**config.mk**
```make
export PLATFORM = sky130hd
export DESIGN_NAME = e2q_cordic
export DESIGN_NICKNAME = d
export VERILOG_FILES = /design/src/sv/e2q_pkg.sv /design/src/sv/e2q_cordic.sv
export SDC_FILE = /design/constraint.sdc
export NUM_CORES = 2
export LEC_CHECK = 0
export BUFFER_PORTS_ARGS = -buffer_cell sky130_fd_sc_hd__buf_2
export CORE_MARGIN = 5
export CORE_UTILIZATION = 60
export DETAILED_ROUTE_END_ITERATION = 10
export GPL_TIMING_DRIVEN = 0
export PLACE_DENSITY = 0.87
export SLEW_MARGIN = 5
export SYNTH_ARGS = -nofsm -noshare
export SYNTH_HDL_FRONTEND = slang
export SYNTH_SLANG_ARGS = --single-unit
export TNS_END_PERCENT = 50
```
**constraint.sdc**
```tcl
create_clock -name i_clk -period 7.05 [get_ports i_clk]
set_input_delay 1.41 -clock i_clk [delete_from_list [all_inputs] [get_ports i_clk]]
set_output_delay 1.41 -clock i_clk [all_outputs]
set_load 0.1 [all_outputs]
```
**src/sv/e2q_pkg.sv**
```systemverilog
package e2q_pkg;

    localparam int ANGLE_BITS    = 16;
    localparam int QUAT_BITS     = 16;
    localparam int CORDIC_STAGES = 16;
    localparam int ATAN_LEN      = 24;
    localparam int CORDIC_N      = (CORDIC_STAGES < ATAN_LEN) ? CORDIC_STAGES : ATAN_LEN;
    localparam int QF            = QUAT_BITS - 2;
    localparam int ANGLE_SHIFT   = 32 - ANGLE_BITS;

    localparam int CW = 34;
    localparam int PW = 2 * CW;

    typedef logic signed [CW-1:0] t_cw;
    typedef logic signed [PW-1:0] t_prod;
    typedef logic signed [PW:0]   t_sum;

    typedef struct packed {
        t_cw c;
        t_cw s;
    } t_cs;

    localparam t_cw PI_Q30      = 34'sd3373259426;
    localparam t_cw HALF_PI_Q30 = 34'sd1686629713;
    localparam t_cw GAIN_Q30    = 34'sd652032874;

    function automatic t_cw atan_q30(input int idx);
        t_cw v;
        case (idx)
            0:       v = 34'sd843314856;
            1:       v = 34'sd497837829;
            2:       v = 34'sd263043836;
            3:       v = 34'sd133525158;
            4:       v = 34'sd67021686;
            5:       v = 34'sd33543515;
            6:       v = 34'sd16775850;
            7:       v = 34'sd8388437;
            8:       v = 34'sd4194282;
            9:       v = 34'sd2097149;
            10:      v = 34'sd1048575;
            11:      v = 34'sd524287;
            12:      v = 34'sd262143;
            13:      v = 34'sd131071;
            14:      v = 34'sd65535;
            15:      v = 34'sd32767;
            16:      v = 34'sd16383;
            17:      v = 34'sd8191;
            18:      v = 34'sd4095;
            19:      v = 34'sd2047;
            20:      v = 34'sd1023;
            21:      v = 34'sd511;
            22:      v = 34'sd255;
            23:      v = 34'sd127;
            default: v = '0;
        endcase
        return v;
    endfunction

endpackage

```
**src/sv/e2q_cordic.sv**
```systemverilog
module e2q_cordic
    import e2q_pkg::*;
(
    input  logic                         i_clk,
    input  logic                         i_rst_n,
    input  logic                         i_en,
    input  logic                         i_valid,
    input  logic signed [ANGLE_BITS-1:0] i_angle,
    output logic                         o_valid,
    output t_cs                          o_cs
);

    t_cw  r_x [CORDIC_N+1];
    t_cw  r_y [CORDIC_N+1];
    t_cw  r_z [CORDIC_N+1];
    logic r_neg [CORDIC_N+1];
    logic r_v [CORDIC_N+1];
    logic r_ov;
    t_cs  r_cs;

    t_cw  ang;
    t_cw  n_z;
    logic n_neg;

    // The half angle in Q30 is the input shifted up; then fold into [-pi/2, pi/2].
    always_comb begin
        ang   = t_cw'(i_angle) <<< ANGLE_SHIFT;
        n_z   = ang;
        n_neg = 1'b0;
        if (ang > HALF_PI_Q30) begin
            n_z   = ang - PI_Q30;
            n_neg = 1'b1;
        end else if (ang < -HALF_PI_Q30) begin
            n_z   = ang + PI_Q30;
            n_neg = 1'b1;
        end
    end

    always_ff @(posedge i_clk) begin
        if (!i_rst_n) begin
            r_v[0] <= 1'b0;
        end else if (i_en) begin
            r_v[0] <= i_valid;
        end
    end

    always_ff @(posedge i_clk) begin
        if (i_en) begin
            r_x[0]   <= GAIN_Q30;
            r_y[0]   <= '0;
            r_z[0]   <= n_z;
            r_neg[0] <= n_neg;
        end
    end

    for (genvar g = 0; g < CORDIC_N; g++) begin : g_stage
        always_ff @(posedge i_clk) begin
            if (!i_rst_n) begin
                r_v[g+1] <= 1'b0;
            end else if (i_en) begin
                r_v[g+1] <= r_v[g];
            end
        end

        always_ff @(posedge i_clk) begin
            if (i_en) begin
                r_neg[g+1] <= r_neg[g];
                if (!r_z[g][CW-1]) begin
                    r_x[g+1] <= r_x[g] - (r_y[g] >>> g);
                    r_y[g+1] <= r_y[g] + (r_x[g] >>> g);
                    r_z[g+1] <= r_z[g] - atan_q30(g);
                end else begin
                    r_x[g+1] <= r_x[g] + (r_y[g] >>> g);
                    r_y[g+1] <= r_y[g] - (r_x[g] >>> g);
                    r_z[g+1] <= r_z[g] + atan_q30(g);
                end
            end
        end
    end

    always_ff @(posedge i_clk) begin
        if (!i_rst_n) begin
            r_ov <= 1'b0;
        end else if (i_en) begin
            r_ov <= r_v[CORDIC_N];
        end
    end

    always_ff @(posedge i_clk) begin
        if (i_en) begin
            r_cs.c <= r_neg[CORDIC_N] ? -r_x[CORDIC_N] : r_x[CORDIC_N];
            r_cs.s <= r_neg[CORDIC_N] ? -r_y[CORDIC_N] : r_y[CORDIC_N];
        end
    end

    assign o_valid = r_ov;
    assign o_cs    = r_cs;

endmodule

```
### Word-level counts from Yosys, hierarchy flattened

Memory sizes are Yosys's and may differ from the RTL's. A register that Yosys moved wholly into a read port is not among the register bits.
Cells that the tools add are included.
W data, S select, Z words.

| storage, ports and cells | value |
|---|---|
| memory bits (writable) | 1768 |
| register bits | 68 |
| memories | 5 |
| output and inout bits | 69 |
| input port bits | 20 |
| logic and storage cells | 346 |

Memories:

| memory | words | bits a word | read ports | clocked after memory_dff | write ports | RTL line | text |
|---|---|---|---|---|---|---|---|
| r_x | 17 | 34 | 17 | 0 | 17 | e2q_cordic.sv:13 | `t_cw r_x [CORDIC_N+1];` |
| r_y | 17 | 34 | 17 | 0 | 17 | e2q_cordic.sv:14 | `t_cw r_y [CORDIC_N+1];` |
| r_z | 17 | 34 | 16 | 0 | 17 | e2q_cordic.sv:15 | `t_cw r_z [CORDIC_N+1];` |
| r_neg | 17 | 1 | 17 | 0 | 17 | e2q_cordic.sv:16 | `logic r_neg [CORDIC_N+1];` |
| r_v | 17 | 1 | 17 | 1 | 17 | e2q_cordic.sv:17 | `logic r_v [CORDIC_N+1];` |

| cells by class | value |
|---|---|
| muxes and demuxes | 172 |
| add/sub/neg operators | 99 |
| bitwise gates (word level) | 65 |
| reduce and logical (&&, ||, !) cells | 1 |
| order comparisons | 2 |

Operator list:

| cell | count |
|---|---|
| $mux W34 | 52 |
| $mux W1 | 120 |
| $add A34 B19 Y34 | 2 |
| $add A34 B20 Y34 | 2 |
| $add A34 B21 Y34 | 2 |
| $add A34 B22 Y34 | 2 |
| $add A34 B23 Y34 | 2 |
| $add A34 B24 Y34 | 2 |
| $add A34 B25 Y34 | 2 |
| $add A34 B26 Y34 | 2 |
| $add A34 B27 Y34 | 2 |
| $add A34 B28 Y34 | 2 |
| $add A34 B29 Y34 | 2 |
| $add A34 B30 Y34 | 2 |
| $add A34 B31 Y34 | 2 |
| $add A34 B32 Y34 | 2 |
| $add A34 B33 Y34 | 2 |
| $neg A34 Y34 | 2 |
| $sub A34 B19 Y34 | 2 |
| $sub A34 B20 Y34 | 2 |
| $sub A34 B21 Y34 | 2 |
| $sub A34 B22 Y34 | 2 |
| $sub A34 B23 Y34 | 2 |
| $sub A34 B24 Y34 | 2 |
| other kinds (49) | 123 |

### Depth between registers and ports, before layout

An unclocked memory read counts as a cell.

| depth | value |
|---|---|
| word-level depth | 5 |
| mapped depth | 22 |
| gate-level depth less buffers | 22 |

### Worst setup path after synthesis

OpenSTA, ideal clock, no wires.

| timing path | value |
|---|---|
| path kind | input to register |
| from | input i_en |
| to | memory r_y[6][32] (netlist bit), data pin |
| library setup time | 258 ps |
| setup slack | 824 ps |
| arrival time | 5968 ps |
| buffers on the path | 4 |
| stages | 20 |
| data required time | 6792 ps |
| cell sequence | clkbuf_1 > clkbuf_1 > nand2_1 > inv_1 > clkbuf_1 > clkbuf_1 > nor2_1 > xnor2_1 > ha_1 > nor2b_1 > o31a_1 > o311a_1 > o2111ai_1 > o2111ai_1 > a2111oi_0 > o21ai_0 > a31oi_1 > o21bai_1 > a21oi_1 > xnor2_1 |

RTL lines:

| item | RTL line | text |
|---|---|---|
| from (decl) | e2q_cordic.sv:6 | `input logic i_en,` |
| to (decl) | e2q_cordic.sv:14 |  |

==> impl_metrics.yaml <==
final_layout:
  fin_nets: 15000
  finish.utilization: 0.650
  nFillCells: 16100
  drive_gt1_frac: 0.0405
  postLayoutCellArea_um2: 139000
  areaGrowthSynthToFinish_pct: 7.98
  fin_cells: 16500
die:
  dieHeight_um: 474
  core-area_um2: 214000
  boundaryPins: 89
  die-area_um2: 224000
  start_util: 0.602
  die_w_um: 474
  std_cell_rows: 170
yosys:
  yosysSeqAreaShare: 0.367
  synth-edff-count: 1577
  synth_top_area_frac: 0.367
  synth-main-ff-cell: "edfxtp_1"
  synthArstFlopShare: 0
  ys_warn_count: 0
  yosys.area.top_type: "edfxtp_1"
  postSynthAreaPerCell_um2: 9.75
  syn_nets: 14700
  post_synth_num_cell_types: 90
  syn_inst: 13200
  synth.top_cells.by_area: "edfxtp_1, ha_1, xnor2_1"
  synth.cell_area_um2: 129000
  synth_seq_cells: 1579
sta:
  rsz0062_at_grt: "no"
  hold_violations: 0
  fin_crit_sh: 0.998
  finalSetupViolCount: 0
  slew_headroom: 0.161
  finalCriticalPeriod_ns: 7.04
  worst_slew_pin_slew_ns: 1.26
  clock.fmax_mhz: 142
  hold_ws_ns: 0.420
  slew_violations: 0
  skew_ns: 0.0575
critical_path:
  worstPathMaxFanout: 34
  start_kind: "primary input"
  arrival_ns: 7.66
  crit_path_frequent_cell: "a21oi_1"
  worstSetupPathType: "in2reg"
  cp_slowest_cell: "a2111oi_0"
  worstPathRequired_ns: 7.67
  crit_chain: "buf_6 -> clkbuf_4 -> nand2_1 -> inv_1 -> clkbuf_1 -> buf_2 -> a21oi_1 -> xor2_1 -> ha_1 -> a21oi_1 -> a2111oi_0 -> nor3_1 -> a21oi_1 -> a21oi_1 -> nor4b_1 -> o31ai_1 -> o21a_1 -> o21bai_1 -> a21oi_1 -> xnor2_1"
  end_kind: "flip-flop"
  max_stage_delay_ns: 0.69
routing:
  dr.pass1.iters: 8
  routed-wl-met3_um: 21700
  drt_iter0_markers: 9726
  wirelength_um: 325000
  detail_route.wl_per_cell_um: 19.7
  dr_total_vias: 104000
  postRouteAntennaNets: 0
  wl_met1_um: 131000
  wl_met2_um: 156000
  routed_via_density: 6.32
  top_layer: "met5"
  post-route-drc-count: 0
place:
  dpl.cell_count: 16200
  placed_cell_area_um2: 133000
  gp_congestion: 0.976
  portBuffers: 84
  dp_hpwl_um: 251000
min_path:
  hold_path_class: "reg2reg"
grt:
  overflow: 0
  antenna_found_initial: 6
  grt_max_degree: 88
  grt_pass1_vias: 99700
  track_usage: 0.281
  grt_pass1_wl_um: 519000
clock_network:
  hold_buffers: 0
  cts_buffer_depth: 3
  clk_pin_slew_ns: 0.06
  insertion_delay_ns: 0.85
  cts_sinks: 1579
  cts_tree: "yes"
  cts_setup_buffers: 0
  htree_levels: 4
  numCtsBuffers: 172
  cts_root_buf: "clkbuf_16"
status:
  run_status: "finished clean"
run:
  drv_cap: 0
stage by stage:
step / TNS, ns / worst slack, ns
final: 0 / 0.0142
after detailed placement: -266.89 / -2.50
after floorplan: 0 / 0.824
after global placement: -7603.40 / -5.65
after CTS: 0 / 0.0722
after global routing: 0 / 0.0129
cells in the final DEF, fill, tap and decap left out, types with 117 or more instances in the layout:
| cell type | n |
|---|---|
| nor3_1 | 288 |
| a31oi_1 | 121 |
| o21ai_0 | 728 |
| nand2b_1 | 227 |
| xnor2_1 | 1294 |
| nand3_1 | 195 |
| clkbuf_1 | 167 |
| a21o_1 | 686 |
| a21oi_1 | 1337 |
| inv_1 | 556 |
| and3_1 | 134 |
| xor2_1 | 644 |
| nor2_1 | 989 |
| o21a_1 | 236 |
| nand4_1 | 117 |
| nor2b_1 | 201 |
| ha_1 | 1430 |
| edfxtp_1 | 1577 |
| o21bai_1 | 162 |
| clkbuf_16 | 175 |
| o31ai_1 | 143 |
| nand2_1 | 698 |
final cells by class:
| class | instances | area (um^2) | area share |
|---|---|---|---|
| plain buffers | 214 | 910 | 0.00653 |
| clock buffers | 201 | 4480 | 0.0321 |
| flip-flops and latches | 1579 | 47400 | 0.340 |
| repair buffers | 100 | 847 | 0.00608 |
| multi-input cells | 10900 | 78700 | 0.565 |
| well taps | 2838 | 3550 | 0.0255 |
| inverters | 567 | 2130 | 0.0153 |
| clock inverters | 118 | 1300 | 0.00933 |
| diodes | 7 | 17.5 | 0.000126 |
cell families (layout without fill, tap and decap cells):
| kind of cell | Yosys count | after routing | share of synthesized area |
|---|---|---|---|
| multiplexers | 115 | 115 | 0.00932 |
| AO/OA/AOI/OAI | 4059 | 4059 | 0.200 |
| buffers and inverters | 784 | 1200 | 0.0228 |
| adder cells (fa/ha/maj) | 1473 | 1473 | 0.145 |
| XOR/XNOR | 1939 | 1939 | 0.132 |
| flip-flops | 1579 | 1579 | 0.367 |
| AND/OR/NAND/NOR | 3279 | 3279 | 0.123 |
| other | 0 | 7 | 0 |
final timing paths:
check                           cells past startpoint          from  slack, ns            to
worst min register to register                      0  r_neg[0][15]       0.42  r_neg[0][16]
worst max-delay path                               20          i_en       0.01    r_x[7][33]
worst min-delay path                                0  r_neg[0][15]       0.42  r_neg[0][16]
worst max register to register                     16   r_z[13][33]       0.83   r_z[14][33]
critical path, delay by kind of cell:
kind	cells	cell delay [ns]
and+or+nand+nor	3	0.94
xor gates and xnor gates	2	0.41
buffers and inverters	5	2.16
adders and majority gates	1	0.37
AOI/OAI and AO/OA	9	2.33
Yosys cell counts (21+ instances only):
cell and instances:
a211o_1 35, a211oi_1 103, a21boi_0 39, a21o_1 686, a21oi_1 1337, a221oi_1 30, a311oi_1 29, a31oi_1 121
a41oi_1 24, and2_1 67, and3_1 134, and4_1 21, buf_1 36, clkbuf_1 179, edfxtp_1 1577, fa_1 43
ha_1 1430, inv_1 556, mux2_2 41, mux2i_1 74, nand2_1 701, nand2b_1 227, nand3_1 195, nand4_1 117
nor2_1 989, nor2b_1 201, nor3_1 288, nor3b_1 31, nor4_1 89, o211a_1 21, o211ai_1 69, o21a_1 236
o21ai_0 728, o21bai_1 162, o31a_1 39, o31ai_1 143, o41ai_1 66, or2_2 41, or3_1 95, or4_1 39
xnor2_1 1294, xor2_1 644
metal layers:
layer / track usage / up-vias
met5: 0 / -
met4: 0.128 / 4
met3: 0.0393 / 1002
met2: 0.484 / 4277
met1: 0.350 / 49100
li1: - / 49800
registers in the layout, indices dropped and copies added (netlist names):
register and flops:
o_valid 1, r_v 17, r_neg 16, r_y 511
r_x 484, o_cs 68, r_z 482
repair_timing:
| action | in CTS | in global routing |
|---|---|---|
| setup endpoints to repair | 130 | 13 |
| gates cloned | 0 | 0 |
| resized for setup | 6 | 8 |
Power is not shown: default switching activity piles up to over one toggle a cycle in this logic, so the estimate is an artifact.
